==> src/rtl/cra_pkg.sv <==
// Package for the contiguous region allocator.
// Holds the sequencer states, operation, status and configuration codes and control structs.
// No dependencies.
package cra_pkg;

  // Operation codes carried in tuser of the input request
  localparam logic [2:0] FN_APPEND = 3'd0;
  localparam logic [2:0] FN_DONATE = 3'd1;
  localparam logic [2:0] FN_ALLOC  = 3'd2;
  localparam logic [2:0] FN_FREE   = 3'd3;
  localparam logic [2:0] FN_QUERY  = 3'd4;

  // Result status codes
  localparam logic [1:0] ST_OK        = 2'd0;
  localparam logic [1:0] ST_NOT_FOUND = 2'd1;
  localparam logic [1:0] ST_NO_SPACE  = 2'd2;
  localparam logic [1:0] ST_FULL      = 2'd3;

  // Configuration register indexes
  localparam int unsigned CFG_IDX_W = 2;
  localparam logic [CFG_IDX_W-1:0] CFG_ALIAS_BASE = 2'd0;
  localparam logic [CFG_IDX_W-1:0] CFG_LOW_THR    = 2'd1;

  // Largest page count a region may hold
  localparam logic [20:0] PAGES_MAX = 21'h1FFFFF;

  typedef enum logic [3:0] {
    S_IDLE, S_DISPATCH, S_APPEND, S_DFIND, S_DPREV, S_DNEXT, S_DSHDN, S_DSHUP,
    S_AFREE, S_AREG, S_AFIT, S_APREV, S_ADEC, S_LOOKUP, S_FINISH
  } cra_state_t;

  // Region table write controls
  typedef struct packed {
    logic we;
    logic inc;
    logic dec;
  } region_cmd_t;

  // Slot store write controls
  typedef struct packed {
    logic we;
    logic clr;
  } slot_cmd_t;

endpackage

==> src/rtl/cra_region_tab.sv <==
// Region table: start, page count and low-reserve flag per region, plus fill count.
// One read port (combinational), one write port. Depends on cra_pkg.
module cra_region_tab import cra_pkg::*; #(
  parameter int unsigned REGION_SLOTS = 16,
  parameter int unsigned PAGE_BITS    = 12,
  parameter int unsigned RW   = (REGION_SLOTS > 1) ? $clog2(REGION_SLOTS) : 1,
  parameter int unsigned UW   = $clog2(REGION_SLOTS + 1),
  parameter int unsigned RE_W = (((PAGE_BITS + 21) > 32) ? (PAGE_BITS + 21) : 32) + 1
) (
  input  logic            clk,
  input  logic            rst_n,
  input  logic [UW-1:0]   rd_idx,
  output logic [31:0]     rd_start,
  output logic [20:0]     rd_pages,
  output logic            rd_lr,
  output logic [RE_W-1:0] rd_end,
  output logic [UW-1:0]   used,
  input  region_cmd_t     cmd,
  input  logic [UW-1:0]   wr_idx,
  input  logic [31:0]     wr_start,
  input  logic [20:0]     wr_pages,
  input  logic            wr_lr
);

  logic [31:0]   start_r [REGION_SLOTS];
  logic [20:0]   pages_r [REGION_SLOTS];
  logic          lr_r    [REGION_SLOTS];
  logic [UW-1:0] used_r;

  // Read one entry and form its end address without wrap
  assign rd_start = start_r[rd_idx[RW-1:0]];
  assign rd_pages = pages_r[rd_idx[RW-1:0]];
  assign rd_lr    = lr_r[rd_idx[RW-1:0]];
  assign rd_end   = RE_W'(rd_start) + (RE_W'(rd_pages) << PAGE_BITS);
  assign used     = used_r;

  // Write one entry; reset clears the table
  always_ff @(posedge clk) begin
    if (!rst_n) begin
      for (int i = 0; i < REGION_SLOTS; i++) begin
        start_r[i] <= '0;
        pages_r[i] <= '0;
        lr_r[i]    <= 1'b0;
      end
    end else if (cmd.we) begin
      start_r[wr_idx[RW-1:0]] <= wr_start;
      pages_r[wr_idx[RW-1:0]] <= wr_pages;
      lr_r[wr_idx[RW-1:0]]    <= wr_lr;
    end
  end

  // Track the fill count
  always_ff @(posedge clk) begin
    if (!rst_n) begin
      used_r <= '0;
    end else if (cmd.inc) begin
      used_r <= used_r + UW'(1);
    end else if (cmd.dec) begin
      used_r <= used_r - UW'(1);
    end
  end

endmodule

==> config.mk <==
export PLATFORM = sky130hd
export DESIGN_NAME = cra_region_tab
export DESIGN_NICKNAME = d
export VERILOG_FILES = /design/src/rtl/cra_pkg.sv /design/src/rtl/cra_region_tab.sv
export SDC_FILE = /design/constraint.sdc
export NUM_CORES = 1
export LEC_CHECK = 0
export BUFFER_PORTS_ARGS = -buffer_cell sky130_fd_sc_hd__buf_2
export CORE_MARGIN = 4
export CORE_UTILIZATION = 55
export DETAILED_ROUTE_END_ITERATION = 10
export HOLD_SLACK_MARGIN = 0.12
export PLACE_DENSITY_LB_ADDON = 0.15
export SLEW_MARGIN = 0
export SYNTH_ARGS = -nofsm -noshare
export SYNTH_HDL_FRONTEND = slang
export SYNTH_SLANG_ARGS = --single-unit
export TNS_END_PERCENT = 20
==> constraint.sdc <==
create_clock -name clk -period 5.5 [get_ports clk]
set_input_delay 0.825 -clock clk [delete_from_list [all_inputs] [get_ports clk]]
set_output_delay 0.825 -clock clk [all_outputs]
set_load 0.005 [all_outputs]
Word-level counts from Yosys, hierarchy flattened:

Memory sizes are Yosys's and may differ from the RTL's.
Index checks and enable logic that the tools add are counted.

* register bits after elaboration: 5
* memory bits (writable): 864
* logic and storage cells: 26
* memories: 3

* add/subtract/negate cells: 3
* multiplexer cells: 15
* reduce and logical (&&, ||, !) cells: 4

Memory list
* start_r: words 16, width 32, read ports 1, clocked after memory_dff 0, write ports 16, line cra_region_tab.sv:25 `logic [31:0] start_r [REGION_SLOTS];`
* pages_r: words 16, width 21, read ports 1, clocked after memory_dff 0, write ports 16, line cra_region_tab.sv:26 `logic [20:0] pages_r [REGION_SLOTS];`
* lr_r: words 16, width 1, read ports 1, clocked after memory_dff 0, write ports 16, line cra_region_tab.sv:27 `logic lr_r [REGION_SLOTS];`

Operators with widths (count)
* $add 32x33->34: 1
* $mux 32: 1
* $reduce_or 32->1: 1
* $mux 21: 1
* $reduce_or 21->1: 1
* $mux 4: 3
* $mux 5: 2
* $mux 1: 8
* $add 5x1->5 const B: 1
* $sub 5x1->5 const B: 1
* $reduce_bool 2->1: 1
* $reduce_or 1->1: 1

Longest topological paths before layout:

* depth after elaboration: 5
* mapped depth: 13
* gate-level depth less buffers: 10

Worst setup path after synthesis:

OpenSTA, ideal clock, no wires.

* path kind: input port to flip-flop
* start: in wr_idx[1]
* end: mem pages_r[4][0], enable pin
* library setup time: 537 ps
* data arrival time: 5104 ps
* setup slack: -141 ps
* stages: 3
* path through: or3_1 clkbuf_1 o21ai_0

RTL lines
* start: declaration: line cra_region_tab.sv:19 `input logic [UW-1:0] wr_idx,`
* end: declaration: line cra_region_tab.sv:26

Worst setup path after layout:

* start: in rd_idx[0]
* end: out rd_end[30]

* cells in the longest elaborated chain, start to end: 2
* elaborated cells on any way between the ends: 3
* classes of those cells: add/sub (1); memory (2)

Ends and longest elaborated chain
* start: declaration: line cra_region_tab.sv:12 `input logic [UW-1:0] rd_idx,`
* $mem_v2 16x32 / $mem_v2 16x21 (equally long branches)
* $add 32x33->34 (*): line cra_region_tab.sv:34 `assign rd_end = RE_W'(rd_start) + (RE_W'(rd_pages) << PAGE_BITS);`
* end: declaration: line cra_region_tab.sv:16 `output logic [RE_W-1:0] rd_end,`

Every way passes the cells marked *; elsewhere a longest branch is shown, timed or not.

==> flow_summary.toml <==
[placement]
numPortBuffers = 159
gp_congestion = 0.829
dpl.hpwl_mm = 57.0
place_ws_ns = 0.0434

[critical_path]
worstPathArrival_ns = 4.50
worst_ep_required_time_ns = 4.68
endpoint_kind = "output pin"
r2r_end = "used[4]$_SDFFE_PN0P_"
startpoint_type = "input port"
r2r_slack_ns = 3.77
worstRegToRegCells = 7
critPathMaxFanout = 28
timing_worst_setup_path_type = "in2out"
r2r_start = "used[0]$_SDFFE_PN0P_"

[clock_tree]
cts_setup_buffers = 0
clkTransAtPathRegs_ns = 0.06
ctsHoldBuffers = 0
cts_buffer_depth = 3
clk_latency_ns = 0.63
cts_buffers = 91
clock-root-buffer = "clkbuf_16"
htreeDepth = 3
cts_num_sinks = 869
cts_tree = "done"

[global_route]
grt_overflow = 0
grt_usage_pct = 28.6
grt_max_degree = 56
grt_pass1_wl_mm = 160
grt_pass1_vias = 23263
antenna_found_initial = 12

[logic_synthesis]
syn-num-nets = 2567
synth_cell_types = 45
ys_ff_latch = 869
seq_area_frac_synth_pct = 64.7
synth-main-ff-cell = "edfxtp_1"
async_reset_ff_share_pct = 0
synth-compound-area-share_pct = 1.39
synthAdderAreaFrac_pct = 0.820
synth_warnings = 0
muxShareOfSynthArea_pct = 15.4
synthSimpleGateAreaFrac_pct = 14.6
avgSynthCellArea_um2 = 16.2
synth_area_mm2 = 0.0400
synth_top_family_by_area = "multiplexers"
synth_cells = 2473
synth_xor_xnor_area_share_pct = 0.394
synth_edf_count = 848

[timing]
rsz0062_at_grt = "true"
slew_viol_final = 0
skew_ns = 0.000353
setup_violations = 0
max_freq_mhz = 188
tns_ns = 0
fin_hold_ws_ns = 0.472
tightest_slew_ns = 1.03
slew_headroom_pct = 31.2
post-route-period-util_pct = 96.7
setup_ws_ns = 0.180
hold_viol = 0
fin_crit_ns = 5.32

[floorplan]
fp.coreArea_mm2 = 0.0717
num_rows = 98
die_y_um = 278
start_util_pct = 55.8
ios = 162
dieArea_mm2 = 0.0771
die_w_um = 278

[detailed_routing]
vias = 22419
wl_per_cell_um = 30.3
routed_via_density = 6.19
drtIter0Drc = 2548
drc = 0
drtAntennaViolNets = 0
dr.pass1.iters = 5
drt_wl_total_mm = 110

[worst_hold_path]
holdPathStages = 2
hold_end = "lr_r[10]$_DFF_P_"
hold_path_class = "reg2reg"
min_from = "lr_r[10]$_DFF_P_"

[pwr]
ir_worst_vdd_uv = 249
power.density_mw_per_mm2 = 345
p_leak_nw = 15.9
power_w = 0.0156

[run_status]
status = "finished clean"

[finish]
layout-drive-gt1-share_pct = 24.7
area.growth.synth_to_final_pct = 12.9
final_util_pct = 62.9
nNetsFinal = 2681

[flow_run]
maxCapViolations = 0
[registers in the layout (all words and copies together) (netlist names)]
signal / flops
start_r: 512
pages_r: 336
lr_r: 16
used: 5
[cell families (layout without fill, tap and decap cells)]
family                   Yosys count  in the layout
AND/OR/NAND/NOR                  968            968
flip-flops                       869            869
multiplexers                     272            272
buffers and inverters            226            417
AO/OA/AOI/OAI                     95             95
adder cells (fa/ha/maj)           25             25
XOR/XNOR                          18             18
other                              0              5
[critical path, stage by stage]
cell and delay, ns:
buf_8 0.20, buf_12 0.31, buf_8 0.30, mux4_2 0.55
mux4_2 0.53, ha_1 0.43, a21oi_1 0.10, o211ai_1 0.30
a21oi_1 0.13, a21oi_1 0.26, nor4b_1 0.10, a211oi_1 0.23
buf_2 0.16
[synth_stat cells (5+ instances only)]
master	number	area (um2)
buf_1	13	48.8
edfxtp_1	848	25500
buf_2	12	60.1
mux4_2	250	5630
nor2_1	31	116
a21o_1	10	75.1
o21ai_0	40	200
mux4_1	20	526
xnor2_1	13	114
ha_1	23	288
buf_6	14	158
a211oi_1	5	37.5
nand2b_1	8	50.1
buf_4	18	135
a21oi_1	24	120
nand2_1	50	188
xor2_1	5	43.8
nand3_1	9	45.0
dfxtp_1	21	420
nor3_1	7	35.0
clkbuf_1	163	612
and2_1	851	5320
[final cells by class]
type                       instances  area (um2)
timing repair buffer             244        1830
fill                            5204       26600
antenna                            5        12.5
multi-input combinational       1378       13300
clock buffer                     110        2480
inverter                           3        11.3
sequential                       869       25900
clock inverter                    60         408
tap                              950        1190
[report_power, final]
group | total (W) | switching, W | internal [W] | leakage, nW
combinational | 0.00187 | 0.00107 | 0.000805 | 6.24
sequential | 0.00773 | 0.000100 | 0.00763 | 8.26
clock | 0.00596 | 0.00253 | 0.00343 | 1.42
[cells in the final DEF (no fill, tap or decap), types with 5 or more instances in the layout]
cell,netlist,layout
o21ai_0,40,26
nand3_1,9,9
clkbuf_1,163,13
nor2_4,0,12
dfxtp_1,21,21
a21o_1,10,10
buf_2,12,155
buf_12,1,26
mux4_2,250,250
xor2_1,5,5
and2_1,851,851
nand2_1,50,50
clkbuf_16,0,98
clkinv_2,0,20
diode_2,0,5
bufinv_16,0,5
o21ai_4,0,12
a21oi_1,24,24
mux4_1,20,20
buf_4,18,57
nor2_1,31,19
clkinv_1,0,29
edfxtp_1,848,848
ha_1,23,23
xnor2_1,13,13
[worst max path at each step]
stage | start | endpoint | slack (ns) | cells after the start
floorplan | wr_idx[1] | pages_r[4][0]$_SDFFCE_PN0P_ | -0.14 | 3
global placement | rd_idx[0] | rd_end[30] | 0.08 | 13
global route | rd_idx[0] | rd_end[33] | -0.08 | 13
CTS | rd_idx[0] | rd_end[22] | 0.03 | 12
detailed placement | rd_idx[0] | rd_end[25] | 0.04 | 11
finish | rd_idx[0] | rd_end[30] | 0.18 | 13
[stage by stage]
step / std cells / area, um2
detailed placement: 3443 / 42200
finish: 3619 / 45200
CTS: 3613 / 45100
floorplan: 2473 / 40000
global placement: 3443 / 42200
global route: 3617 / 45100
[layer usage]
layer  wire (um)  track usage, %  up-vias  share of wire [%]
met2       55300            48.5     1051                 50
met1       42000            38.3    11725                 38
met5          46               0        -              0.042
met3        8720            5.22      202                8.0
met4        3490            8.63        6                3.2
li1            -               -     9435                  -
[repair_timing]
item | CTS | global route
endpoints found under the hold margin | 0 | 0
setup endpoints to repair | 0 | 6
resized for setup | 0 | 8
No activity file was read; power rests on OpenSTA's default activity.
